### src/hdl/frfir_pkg.sv
`default_nettype none
// ----------------------------------------------------------------------------
// frfir_pkg
// Shared types and constants of the fractional resampler.
// ----------------------------------------------------------------------------
package frfir_pkg;

    localparam int TAPS         = 6;
    localparam int PHASES       = 32;
    localparam int MAX_LOG2_FFT = 11;
    localparam int SAMPLE_BITS  = 16;
    localparam int COEF_BITS    = 18;

    localparam int FRAC_BITS = 16;
    localparam int ACC_BITS  = 19;
    localparam int CNT_BITS  = 12;
    localparam int IDX_BITS  = 8;
    localparam int FLEN_BITS = 12;
    localparam int LOG_BITS  = 4;
    localparam int OIDX_BITS = 11;

    localparam logic [0:0] OP_LOAD   = 1'b0;
    localparam logic [0:0] OP_SAMPLE = 1'b1;

    localparam logic [0:0] REG_FRAME_LEN = 1'b0;
    localparam logic [0:0] REG_FFT_LOG2  = 1'b1;

    // Job handed from the front end to the filter engine
    typedef struct packed {
        logic                 is_load;
        logic [IDX_BITS-1:0]  coef_index;
        logic [23:0]          coef_value;
        logic [23:0]          sample_re;
        logic [23:0]          sample_im;
    } job_t;

endpackage : frfir_pkg
`default_nettype wire

### src/hdl/frfir_queue.sv
`default_nettype none
// ----------------------------------------------------------------------------
// frfir_queue
// Two-entry queue between front end and filter engine.
// ----------------------------------------------------------------------------
module frfir_queue
    import frfir_pkg::*;
(
    input  wire   clk,
    input  wire   rst_n,
    input  wire   in_valid,
    output logic  in_ready,
    input  job_t  in_job,
    output logic  out_valid,
    input  wire   out_ready,
    output job_t  out_job
);

    job_t       mem_reg [2];
    logic       wptr_reg, rptr_reg;
    logic [1:0] cnt_reg;
    logic       push, pop;

    assign in_ready  = (cnt_reg != 2'd2);
    assign out_valid = (cnt_reg != 2'd0);
    assign push      = in_valid && in_ready;
    assign pop       = out_valid && out_ready;
    assign out_job   = mem_reg[rptr_reg];

    always_ff @(posedge clk)
    begin
        if (push)
        begin
            mem_reg[wptr_reg] <= in_job;
        end
    end

    always_ff @(posedge clk or negedge rst_n)
    begin
        if (!rst_n)
        begin
            wptr_reg <= 1'b0;
            rptr_reg <= 1'b0;
            cnt_reg  <= 2'd0;
        end
        else
        begin
            if (push) wptr_reg <= ~wptr_reg;
            if (pop)  rptr_reg <= ~rptr_reg;
            cnt_reg <= cnt_reg + {1'b0, push} - {1'b0, pop};
        end
    end

`ifndef NO_ASSERTIONS
    a_no_overflow: assert property (@(posedge clk) disable iff (!rst_n)
        cnt_reg == 2'd2 |-> !push) else $error("queue overflow");
    a_count_range: assert property (@(posedge clk) disable iff (!rst_n)
        cnt_reg != 2'd3) else $error("queue count");
    a_pop_moves: assert property (@(posedge clk) disable iff (!rst_n)
        pop && !push |=> cnt_reg == $past(cnt_reg) - 2'd1) else $error("pop");
`endif

endmodule : frfir_queue
`default_nettype wire

### config.mk
export PLATFORM = sky130hd
export DESIGN_NAME = frfir_queue
export DESIGN_NICKNAME = d
export VERILOG_FILES = /design/src/hdl/frfir_pkg.sv /design/src/hdl/frfir_queue.sv
export SDC_FILE = /design/constraint.sdc
export NUM_CORES = 1
export LEC_CHECK = 0
export BUFFER_PORTS_ARGS = -buffer_cell sky130_fd_sc_hd__buf_4
export CAP_MARGIN = 20
export CORE_ASPECT_RATIO = 1.1
export CORE_MARGIN = 2
export CORE_UTILIZATION = 35
export DETAILED_ROUTE_END_ITERATION = 8
export GPL_ROUTABILITY_DRIVEN = 0
export GPL_TIMING_DRIVEN = 0
export HOLD_SLACK_MARGIN = 0.06
export RECOVER_POWER = 50
export SETUP_SLACK_MARGIN = 0.5
export SLEW_MARGIN = 20
export SYNTH_ARGS = -nofsm -noshare
export SYNTH_HDL_FRONTEND = slang
export SYNTH_SLANG_ARGS = --single-unit
### constraint.sdc
create_clock -name clk -period 6.2 [get_ports clk]
set_input_delay 0.62 -clock clk [delete_from_list [all_inputs] [get_ports clk]]
set_output_delay 0.62 -clock clk [all_outputs]
set_load 0.01 [all_outputs]
Yosys cells after proc, flatten, opt, wreduce, memory -nomap -nowiden
Memory sizes are Yosys's and may differ from the RTL's.
Cells that the tools add are included.
- memory bits (writable): 162
- word-level logic and storage cells: 14
- bits in registers: 4
- output and inout port bits: 83
- bits of input ports: 85
- memories: 1
- memory list (name ; depth ; bits a word ; rd ports ; clocked after memory_dff ; wr ports ; RTL line ; RTL):
    mem_reg ; 2 ; 81 ; 1 ; 0 ; 1 ; frfir_queue.sv:19 ; job_t mem_reg [2];
- eq/ne operators: 1
- multiplexer cells: 2
- bitwise operators: 2
- add/subtract/negate cells: 2
- reductions and logical operators: 3
- operator list (kind ; count):
    $add A2 B1 Y2 ; 1
    $logic_and A1 B1 Y1 ; 2
    $mux W1 ; 2
    $ne A2 B2 Y1 const B ; 1
    $not A1 Y1 ; 2
    $reduce_bool A2 Y1 ; 1
    $sub A2 B1 Y2 ; 1

Logic depth before layout (Yosys ltp)
- depth in word-level cells: 4
- mapped depth: 7
- mapped depth without buffers: 7

Worst setup path after synthesis
No wires, ideal clock.
- kind: input to register
- start: input in_valid
- end: memory mem_reg[0][0] in the netlist's numbering (enable)
- arrival: 4.094 ns
- data required time: 5.679 ns
- stages on the path: 2
- buffers on the path: 0
- setup slack: 1.585 ns
- library setup time: 0.521 ns
- path through: nand2_1 nor2_1
- word-level cells in the longest chain between the ends: 3
- ends and longest elaborated chain (item ; RTL line ; RTL):
    from (decl) ; frfir_queue.sv:11 ; input wire in_valid,
    $logic_and A1 B1 Y1 ; frfir_queue.sv:26 ; assign push = in_valid && in_ready;
    $mux W1 ; frfir_queue.sv:32 ; if (push)
    $mux W1 (not written as such) ; frfir_queue.sv:34 ; mem_reg[wptr_reg] <= in_job;
    to (decl) ; frfir_queue.sv:19 ;
Every way passes these cells.

Worst setup path after layout
- start: register cnt_reg[1]
- end: memory mem_reg[1][46] in the netlist's numbering (enable)
- word-level cells in the longest chain between the ends: 4
- ends and longest elaborated chain (item ; RTL line ; RTL):
    from (decl) ; frfir_queue.sv:21 ; logic [1:0] cnt_reg;
    from (signal assigned) ; frfir_queue.sv:50 ; cnt_reg <= cnt_reg + {1'b0, push} - {1'b0, pop};
    $ne A2 B2 Y1 ; frfir_queue.sv:24 ; assign in_ready = (cnt_reg != 2'd2);
    $logic_and A1 B1 Y1 ; frfir_queue.sv:26 ;
    $mux W1 ; frfir_queue.sv:32 ;
    $mux W1 (not written as such) ; frfir_queue.sv:34 ;
Every way passes these cells.

==> qor.txt <==
Post-synth top area cell: edfxtp_1
Post_cts resized: 0
DRT Wirelength: 11600 um
Routed WL per cell: 16.2 um
DR vias/cell: 4.33
Clock Skew: 0.00775 ns
Syn nets: 356
I/O pin count: 168
Gate Count Post-Synth: 269
Max reg flops: 162
Routed wl met3: 777 um
Post-layout min period: 3.42 ns
Via count: 3108
Cts bufs inserted: 17
Largest family of logic cells by synthesized area: multiplexers
Footprint of the multi-input gates: 1300 sq um
Finish-stage setup viols: 0
Fillers: 1595
Library cells used by synthesis: 16
DRT antenna net count: 0
Total Routing Usage GR: 12.4%
Dpl hpwl: 8030 um
CTS clock-pin slew for the worst setup and hold paths: 0.07 ns
CP arrival: 3.42 ns
Residual overflow from global routing: 0
Synth Area in Adders: 0.388%
Netlist Area Pre-Place: 6440 sq um
Failing checks: capacitance limit, slew limit
Avg Cell Area, Syn: 24.0 sq um
Worst-path maximum fanout: 29
First-pass GRT wire length: 18200 um
Mux cell area share after synthesis: 18.8%
Tightest Pin Transition: 1.71 ns
Design Power: 4.18 mW
Crit-path cells: nand2b_1 > and3_1 > clkbuf_1
Slew HR: -13.9%
Die Y: 146 um
Vias in the first global route: 3530
Most frequent cell after synthesis: edfxtp_1
CP bufs+invs: 1
Number of max-cap violations: 1
Synth area leaders: edfxtp_1, mux2_4, buf_12, dfrtp_1, xnor2_1
Commonest cells in the netlist: edfxtp_1, mux2_4, buf_12, dfrtp_1, xnor2_1
Worst Setup Start Kind: register
Fmax: 0.292 GHz
CTS tree: done
Pwr dens: 485 nW/um^2
Worst-Skew Late Latency: 0.41 ns
Metal-1 WL: 4550 um
DIE AREA: 19500 sq um
Antenna cells: 0
Yosys warning count: 0
Initial core utilization: 35.4%
Rows: 52
Pre-CTS setup slack: 4.12 ns
Critical-path top delay cell: clkbuf_1
Synth-to-layout area growth: 33.9%
Kind of critical path: reg -> reg
Metal2 WL: 6110 um
Post-synth top flop: edfxtp_1
CORE AREA: 18200 sq um
Clock H-tree levels: 4
Max VDD drop: 0.197 mV
Unrepaired setup endpoints after global routing: false
Fin crit share: 55.2%
P_leak: 3.39 nW
CP peak stage delay: 1.30 ns
Design area: 8630 sq um
Post-Synth Simple-Gate Area: 0.544%
Slew Limit Fails: 29
Ys async rst share: 2.41%
Initial antenna violation count: 0
Share of cells above drive strength 1: 58.0%
# DRC: 0
Die X: 133 um
Yosys top cell area share: 75.5%
Worst EP required: 6.20 ns
R2R Setup Slk: 2.78 ns
Top delay family on crit path: buffers and inverters
Clock root cell: clkbuf_16
Starting DRC count in detailed routing: 111
Largest net degree at the start of global routing: 30
Hold Slack: 0.411 ns
Worst hold path type: in -> reg
Final Hold Fails: 0
Clock sinks: 166
Register area share after synthesis: 77.0%
Port-buffer cells: 167
Placed Area: 8110 sq um
Reg area: 4960 sq um
Top routing layer in use: met4
Synthesized flop and latch total: 166
Final core utilization: 47.4%
Post-synth EDFFs: 162
Critical path capture point type: register
Nets@finish: 548
Post-synthesis xor/xnor area fraction: 0.544%
Longest Clk Path Bufs: 2
Status: finished, violations left
Compound-Gate Fraction of Synth Area: 0%
DRT Pass-1 Iters: 4
Fin worst setup slack: 2.78 ns
==> final cells by class <==
class                           instances  area share [%]
Clock inverter                         15            2.04
Tap cell                              243            3.52
Clock buffer                           17            4.93
Buffer                                  9            1.99
Sequential cell                       166            57.5
Timing Repair Buffer                  173            14.8
Inverter                                1          0.0435
Multi-Input combinational cell         93            15.1
==> routing by layer <==
layer / global-route usage, % / vias up
li1: - / 1453
met2: 21.9 / 103
met3: 4.97 / 7
met5: 0 / -
met1: 13.3 / 1545
met4: 4.41 / 0
==> cells by family after synthesis <==
logic type	Yosys count
fa+ha+maj	2
mux	81
flops	166
buf+inv	10
simple gates	6
xor+xnor	4
==> power breakdown <==
part | internal (mW) | switching [mW]
sequential | 1.54 | 0.0598
clock | 0.636 | 0.428
combinational | 0.861 | 0.662
==> repair_timing <==
item / CTS / global route
endpoints found under the setup margin: 0 / 0
endpoints found under the hold margin: 4 / 0
buffers inserted: 0 / 0
hold buffers: 1 / 0
==> per-stage QoR <==
step                setup TNS (ns)  instances
CTS                              0        717
global placement            -50.18        679
global route                     0        717
detailed placement               0        684
floorplan                        0        269
finish                           0        717
==> placed cells by master (no fill, tap or decap) <==
master         count
and2_0             1
and3_1             1
buf_12            12
buf_4             85
buf_6              1
bufinv_16          3
clkbuf_1          19
clkbuf_16         17
clkbuf_4          64
clkinv_2           4
clkinv_4           1
clkinvlp_4         3
dfrtp_1            4
dlygate4sd3_1      1
edfxtp_1         162
ha_1               2
inv_1              1
inv_6              4
mux2_2             2
mux2_4            79
nand2_1            1
nand2b_1           1
nor2_1             1
or2_0              1
xnor2_1            3
xor2_1             1
==> final timing paths <==
kind / start / end / cells past startpoint
setup reg to reg: cnt_reg[1]$_DFF_PN0_ / mem_reg[1][46]$_DFFE_PP_ / 3
hold reg to reg: wptr_reg$_DFFE_PN0N_ / wptr_reg$_DFFE_PN0N_ / 1
setup / recovery: cnt_reg[1]$_DFF_PN0_ / mem_reg[1][46]$_DFFE_PP_ / 3
min in group asynchronous: rst_n / wptr_reg$_DFFE_PN0N_ / 2
max in group asynchronous: rst_n / cnt_reg[1]$_DFF_PN0_ / 2
hold / removal: in_job[37] / mem_reg[0][37]$_DFFE_PP_ / 1
(Power assumes the default switching activity.)
